## config.mk

```make
export PLATFORM = sky130hd
export DESIGN_NAME = tilt_dpad_with_calibration
export DESIGN_NICKNAME = d
export VERILOG_FILES = /design/src/hdl/tdpc_pkg.sv /design/src/hdl/tdpc_axis.sv /design/src/hdl/tdpc_cal.sv /design/src/hdl/tilt_dpad_with_calibration.sv
export SDC_FILE = /design/constraint.sdc
export NUM_CORES = 1
export LEC_CHECK = 0
export ABC_AREA = 1
export BUFFER_PORTS_ARGS = -buffer_cell sky130_fd_sc_hd__clkbuf_2
export CORE_ASPECT_RATIO = 0.8
export CORE_MARGIN = 2
export CORE_UTILIZATION = 55
export CTS_BUF_LIST = sky130_fd_sc_hd__clkbuf_16
export DETAILED_ROUTE_END_ITERATION = 8
export PLACE_DENSITY_LB_ADDON = 0.2
export SLEW_MARGIN = 15
export SYNTH_ARGS = -nofsm -noshare
export SYNTH_HDL_FRONTEND = slang
export SYNTH_SLANG_ARGS = --single-unit
```

## constraint.sdc

```tcl
create_clock -name clk -period 5.9 [get_ports clk]
set_clock_uncertainty 0.2 [all_clocks]
set_input_delay 0.885 -clock clk [delete_from_list [all_inputs] [get_ports clk]]
set_output_delay 0.885 -clock clk [all_outputs]
set_load 0.01 [all_outputs]
```

## src/hdl/tdpc_pkg.sv

```systemverilog
// shared types, constants and widths for the tilt pad with calibration
package tdpc_pkg;

	// field widths
	localparam int ACCEL_W     = 10;
	localparam int THR_W       = 9;
	localparam int TOL_W       = 12;
	localparam int OFFSET_W    = 8;
	localparam int SUM_W       = 16;
	localparam int CFG_IDX_W   = 3;
	localparam int CFG_DATA_W  = 12;
	localparam int S_TDATA_W   = 32;
	localparam int M_TDATA_W   = 40;

	// default number of stable face-up samples averaged
	localparam int CAL_SAMPLES_DEF = 32;

	// register reset values
	localparam logic [THR_W-1:0]    ON_THR_RST  = THR_W'(80);
	localparam logic [THR_W-1:0]    OFF_THR_RST = THR_W'(30);
	localparam logic [THR_W-1:0]    ONE_G_RST   = THR_W'(256);
	localparam logic [TOL_W-1:0]    TOL_RST     = TOL_W'(16);
	localparam logic [OFFSET_W-1:0] OFFSET_RST  = '0;

	// pad axis direction, two's complement coding
	typedef enum logic [1:0] {
		DIR_NONE = 2'b00,
		DIR_POS  = 2'b01,
		DIR_NEG  = 2'b11
	} dir_t;

	// configuration register indexes
	typedef enum logic [CFG_IDX_W-1:0] {
		REG_ON_THR   = 3'd0,
		REG_OFF_THR  = 3'd1,
		REG_ONE_G    = 3'd2,
		REG_TOL      = 3'd3,
		REG_OFFSET_X = 3'd4,
		REG_OFFSET_Y = 3'd5,
		REG_OFFSET_Z = 3'd6
	} cfg_idx_t;

	// configuration register file contents
	typedef struct packed {
		logic [THR_W-1:0]    on_thr;
		logic [THR_W-1:0]    off_thr;
		logic [THR_W-1:0]    one_g;
		logic [TOL_W-1:0]    tol;
		logic [OFFSET_W-1:0] offset_x;
		logic [OFFSET_W-1:0] offset_y;
		logic [OFFSET_W-1:0] offset_z;
	} cfg_t;

	// calibrator status for the item in flight
	typedef struct packed {
		logic                calibrated;
		logic                ready;
		logic [OFFSET_W-1:0] offset_x;
		logic [OFFSET_W-1:0] offset_y;
		logic [OFFSET_W-1:0] offset_z;
	} cal_res_t;

	// pad axis result for the item in flight
	typedef struct packed {
		dir_t press;
		dir_t held;
	} axis_res_t;

endpackage

```

## src/hdl/tdpc_axis.sv

```systemverilog
// one three-state pad axis with hysteresis
module tdpc_axis (
	input  logic                               clk,
	input  logic                               arst_n,
	input  logic                               update,
	input  logic signed [tdpc_pkg::ACCEL_W-1:0] tilt,
	input  logic [tdpc_pkg::THR_W-1:0]         on_thr,
	input  logic [tdpc_pkg::THR_W-1:0]         off_thr,
	output tdpc_pkg::axis_res_t                res
);
	import tdpc_pkg::*;

	dir_t dir_q;
	dir_t dir_nxt;
	logic signed [ACCEL_W:0] tilt_e;
	logic signed [ACCEL_W:0] on_e;
	logic signed [ACCEL_W:0] off_e;

	assign tilt_e = {tilt[ACCEL_W-1], tilt};
	assign on_e   = $signed({2'b00, on_thr});
	assign off_e  = $signed({2'b00, off_thr});

	// release first, then engage negative, then engage positive
	always_comb begin
		dir_nxt = dir_q;
		case (dir_q)
			DIR_NEG: begin
				if (tilt_e >= -off_e) dir_nxt = DIR_NONE;
			end
			DIR_POS: begin
				if (tilt_e <= off_e) dir_nxt = DIR_NONE;
			end
			default: dir_nxt = dir_q;
		endcase
		if (tilt_e <= -on_e) dir_nxt = DIR_NEG;
		if (tilt_e >= on_e)  dir_nxt = DIR_POS;
		if (!update)         dir_nxt = dir_q;
	end

	// press is reported only on a change of direction
	assign res.held  = dir_nxt;
	assign res.press = (dir_nxt != dir_q) ? dir_nxt : DIR_NONE;

	// direction state
	always_ff @(posedge clk or negedge arst_n) begin
		if (!arst_n) begin
			dir_q <= DIR_NONE;
		end else begin
			dir_q <= dir_nxt;
		end
	end

endmodule

```

## src/hdl/tdpc_cal.sv

```systemverilog
// face-up offset calibrator: averages stable samples, emits corrected bytes
module tdpc_cal #(
	parameter int CAL_SAMPLES = tdpc_pkg::CAL_SAMPLES_DEF
) (
	input  logic                                clk,
	input  logic                                arst_n,
	input  logic                                update,
	input  logic signed [tdpc_pkg::ACCEL_W-1:0] x,
	input  logic signed [tdpc_pkg::ACCEL_W-1:0] y,
	input  logic signed [tdpc_pkg::ACCEL_W-1:0] z,
	input  tdpc_pkg::cfg_t                      cfg,
	output tdpc_pkg::cal_res_t                  res
);
	import tdpc_pkg::*;

	// sum / (4 * CAL_SAMPLES) by reciprocal multiply, exact for 16 bit magnitudes
	localparam int DIV     = CAL_SAMPLES * 4;
	localparam int SHIFT   = 24;
	localparam int RECIP_W = 24;
	localparam int PROD_W  = SUM_W + RECIP_W;
	localparam logic [RECIP_W-1:0] RECIP = RECIP_W'(((1 << SHIFT) + DIV - 1) / DIV);
	localparam int CNT_W   = $clog2(CAL_SAMPLES + 1);
	localparam logic [CNT_W-1:0] CNT_DONE = CNT_W'(CAL_SAMPLES);

	logic                       cal_q;
	logic signed [ACCEL_W-1:0]  prev_x_q, prev_y_q, prev_z_q;
	logic [SUM_W-1:0]           sum_x_q, sum_y_q, sum_z_q;
	logic [CNT_W-1:0]           cnt_q;

	logic signed [ACCEL_W:0]    dx, dy, dz;
	logic [ACCEL_W:0]           ax, ay, az;
	logic [TOL_W-1:0]           diff_sum;
	logic signed [ACCEL_W:0]    z_e;
	logic signed [ACCEL_W:0]    neg_half;
	logic signed [ACCEL_W:0]    z_corr;
	logic                       face_up;
	logic                       stable;
	logic                       good;
	logic                       run;
	logic                       done;
	logic [SUM_W-1:0]           sum_x_nxt, sum_y_nxt, sum_z_nxt;
	logic [CNT_W-1:0]           cnt_inc;

	// stored byte minus truncated average, modulo 256
	function automatic logic [OFFSET_W-1:0] fix_byte(input logic [OFFSET_W-1:0] stored,
			input logic [SUM_W-1:0] sum);
		logic              neg;
		logic [SUM_W-1:0]  mag;
		logic [PROD_W-1:0] prod;
		logic [OFFSET_W-1:0] q;
		neg  = sum[SUM_W-1];
		mag  = neg ? (~sum + SUM_W'(1)) : sum;
		prod = PROD_W'(mag) * PROD_W'(RECIP);
		q    = prod[SHIFT +: OFFSET_W];
		if (neg) q = ~q + OFFSET_W'(1);
		return stored - q;
	endfunction

	// stability: summed absolute change against the previous sample
	assign dx = {x[ACCEL_W-1], x} - {prev_x_q[ACCEL_W-1], prev_x_q};
	assign dy = {y[ACCEL_W-1], y} - {prev_y_q[ACCEL_W-1], prev_y_q};
	assign dz = {z[ACCEL_W-1], z} - {prev_z_q[ACCEL_W-1], prev_z_q};
	assign ax = dx[ACCEL_W] ? 11'(-dx) : 11'(dx);
	assign ay = dy[ACCEL_W] ? 11'(-dy) : 11'(dy);
	assign az = dz[ACCEL_W] ? 11'(-dz) : 11'(dz);
	assign diff_sum = TOL_W'(ax) + TOL_W'(ay) + TOL_W'(az);
	assign stable   = diff_sum < cfg.tol;

	// face-up test against half of one g
	assign z_e      = {z[ACCEL_W-1], z};
	assign neg_half = -$signed({3'b000, cfg.one_g[THR_W-1:1]});
	assign face_up  = z_e < neg_half;
	assign z_corr   = z_e + $signed({2'b00, cfg.one_g});

	assign run  = update && !cal_q;
	assign good = face_up && stable;

	// running sums, wrapping at 16 bits
	assign sum_x_nxt = sum_x_q + SUM_W'(x);
	assign sum_y_nxt = sum_y_q + SUM_W'(y);
	assign sum_z_nxt = sum_z_q + SUM_W'(z_corr);
	assign cnt_inc   = cnt_q + CNT_W'(1);
	assign done      = run && good && (cnt_inc >= CNT_DONE);

	// result for the item in flight
	always_comb begin
		res = '0;
		res.calibrated = cal_q || done;
		res.ready      = done;
		if (done) begin
			res.offset_x = fix_byte(cfg.offset_x, sum_x_nxt);
			res.offset_y = fix_byte(cfg.offset_y, sum_y_nxt);
			res.offset_z = fix_byte(cfg.offset_z, sum_z_nxt);
		end
	end

	// calibrator state
	always_ff @(posedge clk or negedge arst_n) begin
		if (!arst_n) begin
			cal_q    <= 1'b0;
			prev_x_q <= '0;
			prev_y_q <= '0;
			prev_z_q <= '0;
			sum_x_q  <= '0;
			sum_y_q  <= '0;
			sum_z_q  <= '0;
			cnt_q    <= '0;
		end else if (run) begin
			prev_x_q <= x;
			prev_y_q <= y;
			prev_z_q <= z;
			if (good) begin
				sum_x_q <= sum_x_nxt;
				sum_y_q <= sum_y_nxt;
				sum_z_q <= sum_z_nxt;
				cnt_q   <= cnt_inc;
				if (done) cal_q <= 1'b1;
			end else begin
				sum_x_q <= '0;
				sum_y_q <= '0;
				sum_z_q <= '0;
				cnt_q   <= '0;
			end
		end
	end

endmodule

```

## src/hdl/tilt_dpad_with_calibration.sv

```systemverilog
// Tilt pad with hysteresis and one-shot face-up offset calibration.
// Path: an accepted input item goes to the input register, then on to the result register
// once the result slot frees. Throughput: one item per cycle unless m_tready stalls results;
// the item step is a single pass of logic between the two registers.
// Reset: arst_n clears directions, calibration sums, count and flag, both stages,
// and returns the configuration registers to their defaults.
module tilt_dpad_with_calibration #(
	parameter int CAL_SAMPLES = tdpc_pkg::CAL_SAMPLES_DEF
) (
	input  logic                                clk,
	input  logic                                arst_n,
	// configuration write port
	input  logic                                cfg_we,
	input  logic [tdpc_pkg::CFG_IDX_W-1:0]      cfg_index,
	input  logic [tdpc_pkg::CFG_DATA_W-1:0]     cfg_wdata,
	// input items
	input  logic                                s_tvalid,
	output logic                                s_tready,
	input  logic [tdpc_pkg::S_TDATA_W-1:0]      s_tdata,  // accel_x, accel_y, accel_z, zero fill
	input  logic                                s_tuser,  // sample_valid
	// result items
	output logic                                m_tvalid,
	input  logic                                m_tready,
	// press_h, press_v, held_h, held_v, is_calibrated, offsets_ready,
	// new_offset_x, new_offset_y, new_offset_z, zero fill
	output logic [tdpc_pkg::M_TDATA_W-1:0]      m_tdata
);
	import tdpc_pkg::*;

	cfg_t                      cfg_q;

	logic                      in_valid_s1;
	logic                      flag_s1;
	logic signed [ACCEL_W-1:0] x_s1, y_s1, z_s1;

	logic                      out_valid_s2;
	logic [M_TDATA_W-1:0]      data_s2;

	logic                      advance;
	logic                      update;
	axis_res_t                 res_h, res_v;
	cal_res_t                  res_cal;
	logic [M_TDATA_W-1:0]      data_nxt;

	// configuration registers
	always_ff @(posedge clk or negedge arst_n) begin
		if (!arst_n) begin
			cfg_q.on_thr   <= ON_THR_RST;
			cfg_q.off_thr  <= OFF_THR_RST;
			cfg_q.one_g    <= ONE_G_RST;
			cfg_q.tol      <= TOL_RST;
			cfg_q.offset_x <= OFFSET_RST;
			cfg_q.offset_y <= OFFSET_RST;
			cfg_q.offset_z <= OFFSET_RST;
		end else if (cfg_we) begin
			case (cfg_idx_t'(cfg_index))
				REG_ON_THR:   cfg_q.on_thr   <= cfg_wdata[THR_W-1:0];
				REG_OFF_THR:  cfg_q.off_thr  <= cfg_wdata[THR_W-1:0];
				REG_ONE_G:    cfg_q.one_g    <= cfg_wdata[THR_W-1:0];
				REG_TOL:      cfg_q.tol      <= cfg_wdata[TOL_W-1:0];
				REG_OFFSET_X: cfg_q.offset_x <= cfg_wdata[OFFSET_W-1:0];
				REG_OFFSET_Y: cfg_q.offset_y <= cfg_wdata[OFFSET_W-1:0];
				REG_OFFSET_Z: cfg_q.offset_z <= cfg_wdata[OFFSET_W-1:0];
				default: ;
			endcase
		end
	end

	// handshake: the item in the input register moves on when the result slot frees
	assign advance  = in_valid_s1 && (!out_valid_s2 || m_tready);
	assign s_tready = !in_valid_s1 || advance;
	assign update   = advance && flag_s1;

	// input register
	always_ff @(posedge clk or negedge arst_n) begin
		if (!arst_n) begin
			in_valid_s1 <= 1'b0;
		end else if (s_tready) begin
			in_valid_s1 <= s_tvalid;
		end
	end

	always_ff @(posedge clk) begin
		if (s_tvalid && s_tready) begin
			flag_s1 <= s_tuser;
			x_s1    <= s_tdata[ACCEL_W-1:0];
			y_s1    <= s_tdata[2*ACCEL_W-1:ACCEL_W];
			z_s1    <= s_tdata[3*ACCEL_W-1:2*ACCEL_W];
		end
	end

	// horizontal axis follows y, vertical axis follows x
	tdpc_axis u_axis_h (
		.clk     (clk),
		.arst_n  (arst_n),
		.update  (update),
		.tilt    (y_s1),
		.on_thr  (cfg_q.on_thr),
		.off_thr (cfg_q.off_thr),
		.res     (res_h)
	);

	tdpc_axis u_axis_v (
		.clk     (clk),
		.arst_n  (arst_n),
		.update  (update),
		.tilt    (x_s1),
		.on_thr  (cfg_q.on_thr),
		.off_thr (cfg_q.off_thr),
		.res     (res_v)
	);

	// offset calibrator
	tdpc_cal #(
		.CAL_SAMPLES (CAL_SAMPLES)
	) u_cal (
		.clk    (clk),
		.arst_n (arst_n),
		.update (update),
		.x      (x_s1),
		.y      (y_s1),
		.z      (z_s1),
		.cfg    (cfg_q),
		.res    (res_cal)
	);

	// pack the result item
	assign data_nxt = M_TDATA_W'({res_cal.offset_z, res_cal.offset_y, res_cal.offset_x,
		res_cal.ready, res_cal.calibrated,
		res_v.held, res_h.held, res_v.press, res_h.press});

	// result register
	always_ff @(posedge clk or negedge arst_n) begin
		if (!arst_n) begin
			out_valid_s2 <= 1'b0;
		end else if (advance) begin
			out_valid_s2 <= 1'b1;
		end else if (m_tready) begin
			out_valid_s2 <= 1'b0;
		end
	end

	always_ff @(posedge clk) begin
		if (advance) begin
			data_s2 <= data_nxt;
		end
	end

	assign m_tvalid = out_valid_s2;
	assign m_tdata  = data_s2;

endmodule

```

# Yosys cells after proc, flatten, opt, wreduce, memory -nomap -nowiden
# Index checks and enable logic that the tools add are counted.
# Widths: inputs -> output; s select.
dict set report totals {
  ff_bits 219
  in_bits 53
  output_inout_bits 42
  wordCells 134
}
dict set report op_classes {
  n_addsub 25
  order_cmp 11
  n_eq_ne 12
  mux 30
  bitwise 6
  reduce_logical 23
}
# operator count
set ops {}
lappend ops {{$add 16x16->16} 3}
lappend ops {{$mux 16} 3}
lappend ops {{$mux 8} 6}
lappend ops {{$add 15x1->15 const B} 3}
lappend ops {{$mux 15} 3}
lappend ops {{$not 15->15} 3}
lappend ops {{$mux 11} 3}
lappend ops {{$neg 11->11} 3}
lappend ops {{$sub 10x10->11} 3}
lappend ops {{$add 8x1->8 const B} 3}
lappend ops {{$not 8->8} 3}
lappend ops {{$sub 8x8->8} 3}
lappend ops {{$ge 10x11->1} 2}
lappend ops {{$le 10x11->1} 2}
lappend ops {{$neg 9->11} 2}
lappend ops {{$ge 10x10->1} 2}
lappend ops {{$le 10x10->1} 2}
lappend ops {{$mux 2} 10}
lappend ops {{$reduce_and 2->1} 7}
lappend ops {{$add 11x11->12} 1}
lappend ops {{$add 12x11->12} 1}
lappend ops {{$lt 12x12->1} 1}
lappend ops {{$add 10x10->11} 1}
lappend ops {{$lt 10x11->1} 1}
lappend ops {{other kinds (18)} 36}

# Logic depth before layout (Yosys ltp)
dict set report depth {
  ltp_word 11
  ltp_mapped 48
}

# Cells and area by module
# A second synthesis with hierarchy kept.
dict set report unflattened {
  hier_cells 2642
  area_unflattened_um2 19337.3
}
# mod n_inst cells_each area_per_inst_um2
set by_module_without_submodules {}
lappend by_module_without_submodules {tdpc_cal 1 1776 11664.9}
lappend by_module_without_submodules {tilt_dpad_with_calibration 1 370 4626.9}
lappend by_module_without_submodules {tdpc_axis 2 248 1522.7}

# Worst setup path before layout
# Ideal clock, no wire load.
dict set report synth_path {
  kind {reg2reg}
  from {register y_s1[0]}
  to {register data_s2[22] (netlist: m_tdata[22]), data pin}
  arrival_time_ns 5.807
  required_time_ns 5.540
  setup_slack_ns -0.266
  path_stages_with_launch 40
  path_cell_list {edfxtp_1 -> inv_1 -> ha_1 -> inv_1 -> fa_1 -> inv_1 -> o21ai_0 -> a21oi_1 -> o21ai_0 -> a21oi_1 -> o21bai_1 -> nand2_1 -> nand3_1 -> o21ai_0 -> buf_2 -> nor2_1 -> a21oi_1 -> fa_1 -> (+4 left out) -> o21ai_0 -> a21oi_1 -> inv_1 -> a21oi_1 -> o21ai_0 -> a21o_1 -> a21oi_1 -> xnor2_1 -> ha_1 -> a21oi_1 -> inv_1 -> nor2_1 -> nand3_1 -> nor2_1 -> buf_2 -> nand2_1 -> buf_2 -> nor3b_1}
}
dict set report synth_via {
  elab_chain_len 9
  elab_cells_between_ends 18
}
# element line_no
set synth_rtl {}
lappend synth_rtl {{start: declaration} tilt_dpad_with_calibration.sv:34} ;# logic signed [ACCEL_W-1:0] x_s1, y_s1, z_s1;
lappend synth_rtl {{start signal: assignment} tilt_dpad_with_calibration.sv:87} ;# y_s1 <= s_tdata[2*ACCEL_W-1:ACCEL_W];
lappend synth_rtl {{$sub 10x10->11 / $add 16x16->16 (equally long branches)} {tdpc_cal.sv:61, tdpc_cal.sv:80}}
lappend synth_rtl {{$neg 11->11 / $not 15->15 (equally long branches)} {tdpc_cal.sv:64, tdpc_cal.sv:52}}
lappend synth_rtl {{$mux 11 / $add 15x1->15 (equally long branches)} {tdpc_cal.sv:64, tdpc_cal.sv:52}}
lappend synth_rtl {{$add 11x11->12 / $mux 15 (equally long branches)} {tdpc_cal.sv:66, tdpc_cal.sv:52}}
lappend synth_rtl {{$add 12x11->12 / $not 8->8 (equally long branches)} {tdpc_cal.sv:66, tdpc_cal.sv:55}}
lappend synth_rtl {{$lt 12x12->1 / $add 8x1->8 (equally long branches)} {tdpc_cal.sv:67, tdpc_cal.sv:55}}
lappend synth_rtl {{$logic_and 1x1->1 / $mux 8 (equally long branches)} {tdpc_cal.sv:76, tdpc_cal.sv:55}}
lappend synth_rtl {{$logic_and 1x1->1 / $mux 8 (equally long branches)} {tdpc_cal.sv:83, tdpc_cal.sv:90}}
lappend synth_rtl {{$logic_and 1x1->1 / $sub 8x8->8 (equally long branches)} {tdpc_cal.sv:83, tdpc_cal.sv:56}}
lappend synth_rtl {{end signal: assignment} tilt_dpad_with_calibration.sv:145} ;# data_s2 <= data_nxt;
lappend synth_rtl {{end: declaration} tilt_dpad_with_calibration.sv:37} ;# logic [M_TDATA_W-1:0] data_s2;
# Several ways; a longest one is shown, not always the timed one. The select of a mux whose other input is x is not followed.
# A chain may end at the register's enable or synchronous reset.

# Worst setup path in the final report
dict set report layout_path {
  from {register z_s1[0]}
  to {register data_s2[14] (netlist: m_tdata[14]), data pin}
}
dict set report layout_via {
  elab_chain_len 8
  elab_cells_between_ends 9
}
# element line_no
set layout_rtl {}
lappend layout_rtl {{start: declaration} tilt_dpad_with_calibration.sv:34}
lappend layout_rtl {{start signal: assignment} tilt_dpad_with_calibration.sv:88} ;# z_s1 <= s_tdata[3*ACCEL_W-1:2*ACCEL_W];
lappend layout_rtl {{$sub 10x10->11} tdpc_cal.sv:62} ;# assign dz = {z[ACCEL_W-1], z} - {prev_z_q[ACCEL_W-1], prev_z_q};
lappend layout_rtl {{$neg 11->11} tdpc_cal.sv:65} ;# assign az = dz[ACCEL_W] ? 11'(-dz) : 11'(dz);
lappend layout_rtl {{$mux 11} tdpc_cal.sv:65}
lappend layout_rtl {{$add 12x11->12} tdpc_cal.sv:66} ;# assign diff_sum = TOL_W'(ax) + TOL_W'(ay) + TOL_W'(az);
lappend layout_rtl {{$lt 12x12->1} tdpc_cal.sv:67} ;# assign stable = diff_sum < cfg.tol;
lappend layout_rtl {{$logic_and 1x1->1 (*)} tdpc_cal.sv:76} ;# assign good = face_up && stable;
lappend layout_rtl {{$logic_and 1x1->1 (*) (2 in series)} tdpc_cal.sv:83} ;# assign done = run && good && (cnt_inc >= CNT_DONE);
# Mark *: on every way between the ends. The rest lies on a longest branch, timed or not.

==> qor.csv <==
metric,value,unit
cts_hold_buf,0,
place_inst,3060,
ys_seq_area_share,31.5,%
final_layout_size_suffix_gt1_share,19.3,%
maxCapViolations,0,
ys_types,56,
grt_pass1_vias,16469,
final-hold-violation-count,0,
grt_max_degree,66,
rsz0062_at_grt,yes,
drtAntennaViolNets,0,
grt_first_pass_wirelength,82.4,mm
slowest_stage,fa_1,
cts_made_buffers,25,
syn_area,18500,um2
synth_edf_count,65,
clk_pin_slew,60,ps
finalNonFillerCells,3172,
hold_class,in2async,
critical_path.max_stage_delay,510,ps
cts_tree,done,
clock_path_buffers,3,
worstPathRequired,6100,ps
cts.sink_count,219,
status,"complete, but fails checks",
dieArea,35000,um2
placed_area,20100,um2
start_kind,register,
yosys-top-cells-area,"dfrtp_1 20%, ha_1 15%, nand2_1 13%",
synth.largest_area_cell,dfrtp_1,
critical_path_class,reg2reg,
relSlewSlack,48.9,%
crit_fanout,6,
area_growth_syn_to_layout,20.6,%
htree_levels,1,
crit_arrival,6320,ps
drc,0,
syn_area_per_cell,7.46,um2
vias,17346,
setup_viol,78,
synth_ff_type,dfrtp_1,
drv_slew,0,
yosys_warnings,0,
routabilityCongestion,0.953,
port_buffers,86,
synth_top_area_share,19.8,%
wl_per_cell,16.5,um
min_period,6130,ps
final_area,22300,um2
synth_cells,2474,
antenna_found_initial,2,
fmax,163,MHz
crit_top_cell,a21oi_2,
grt-ovfl-total,0,
critPathTopFamily,compound AO/OA/AOI/OAI gates,
clk_latency,560,ps
drtIter0Drc,1503,
final_nets,3022,
async_flop_share,70.3,%
worstSetupEndpointType,register,
core_area,32800,um2
violations,negative setup slack,
synth_most_common_cell,nand2_1,
die_w,209,um
yosys_register_bits,219,
worst_slew_pin_slew,764,ps
rows,59,
timing.final.crit_share,104,%
hpwl,36.6,mm
nFillCells,2701,
first_pass_iters,5,
synth.top_cells.by_count,"648 x nand2_1, 394 x inv_1, 222 x ha_1",
fin_ws,-230,ps
drt-vias-per-instance,5.47,
multi_input_area,11600,um2
area.sequential,5820,um2
totalWireLength,52.3,mm
num_io_pins,95,
root_buffer,clkbuf_16,
start_util,56.3,%
grt_usage,29.0,%
worst-path-buf-inv,8,
die_y,168,um
==> per-layer routing <==
layer  track usage, %  wire length (um)  vias to the layer above  part of all wire (%)
met5                0                 0                        -                     0
met4             8.91              1760                        0                   3.4
met3             4.42              4010                      113                   7.7
met2             45.8             22700                      588                    43
met1             41.2             23800                     8081                    46
li1                 -                 -                     8564                     -
==> final timing paths <==
check | end | startpoint | slack, ps | depth (start not counted)
hold / removal | u_cal.prev_z_q[8] | arst_n | 150 | 1
hold reg to reg | cfg_q[0] | cfg_q[0] | 280 | 2
min in group clk | cfg_q[0] | cfg_q[0] | 280 | 2
max in group asynchronous | u_cal.sum_y_q[0] | arst_n | 4190 | 2
setup / recovery | m_tdata[14] | z_s1[0] | -230 | 38
setup reg to reg | m_tdata[14] | z_s1[0] | -230 | 38
==> timing repair <==
item / 4_1_cts / 5_1_grt
gates cloned: 1 / 9
pin swaps: 16 / 86
setup buffers: 39 / 22
resized for setup: 58 / 188
endpoints found under the setup margin: 78 / 87
==> stage by stage <==
stage	TNS (ps)	worst slack (ps)	hold WS [ps]	util, %
after floorplan	0	14.8	253	-
after global placement	-8200	-221	266	61.3
after detailed placement	-19800	-358	271	61.3
after CTS	-279	-49.9	161	65.2
after global routing	-40170	-616	192	67.9
final	-10590	-230	149	67.9
==> layout by cell type (no fill, tap or decap), drive strengths merged, types with 12 or more instances in the layout <==
cell / synthesis / layout
xnor2: 36 / 36
nand2: 679 / 679
nand3b: 12 / 12
nor2: 168 / 168
a21oi: 125 / 125
xor2: 73 / 73
fa: 22 / 22
inv: 402 / 408
clkinv: 3 / 14
edfxtp: 65 / 65
nand3: 122 / 122
ha: 222 / 222
nor3b: 13 / 13
clkbuf: 24 / 118
o21ai: 185 / 185
dfrtp: 146 / 146
nand4: 45 / 45
nor3: 28 / 28
buf: 15 / 166
o21bai: 13 / 13
==> flip-flops by register name, summed over array words and instances, names as in the netlist, 2 cells and up <==
name            flops
u_axis_h.dir_q      2
u_cal.sum_y_q      16
u_cal.cnt_q         6
u_cal.sum_z_q      16
x_s1               10
u_axis_v.dir_q      2
cfg_q              63
u_cal.sum_x_q      16
z_s1               10
m_tdata            34
y_s1               10
u_cal.prev_x_q     10
u_cal.prev_y_q     10
u_cal.prev_z_q     10
==> cells by family after synthesis <==
| group | synth area share [%] |
|---|---|
| buf+inv | 9.29 |
| fa+ha+maj | 17.4 |
| xor+xnor | 5.21 |
| compound gates | 11.1 |
| simple gates | 25.4 |
| flops | 31.5 |
| other cells | 0.0203 |
==> worst reg2reg max path: cells and delay by family, from the launching register on <==
kind / cells / cell delay (ps)
adder cells (fa/ha/maj): 5 / 1530
buffers and inverters: 8 / 730
flip-flops: 1 / 410
AND/OR/NAND/NOR: 10 / 1080
XOR/XNOR: 2 / 310
AO/OA/AOI/OAI: 13 / 1680
==> final cells by class <==
class                           count  area share (%)
Antenna cell                        2          0.0225
Clock buffer                       26            2.92
Clock inverter                     19           0.607
Inverter                          405            6.89
Multi-Input combinational cell   1816            52.2
Sequential cell                   219            26.1
Tap cell                          427            2.40
Timing Repair Buffer              258            8.81
Power is not shown: default switching activity piles up to over one toggle a cycle in this logic, so the estimate is an artifact.
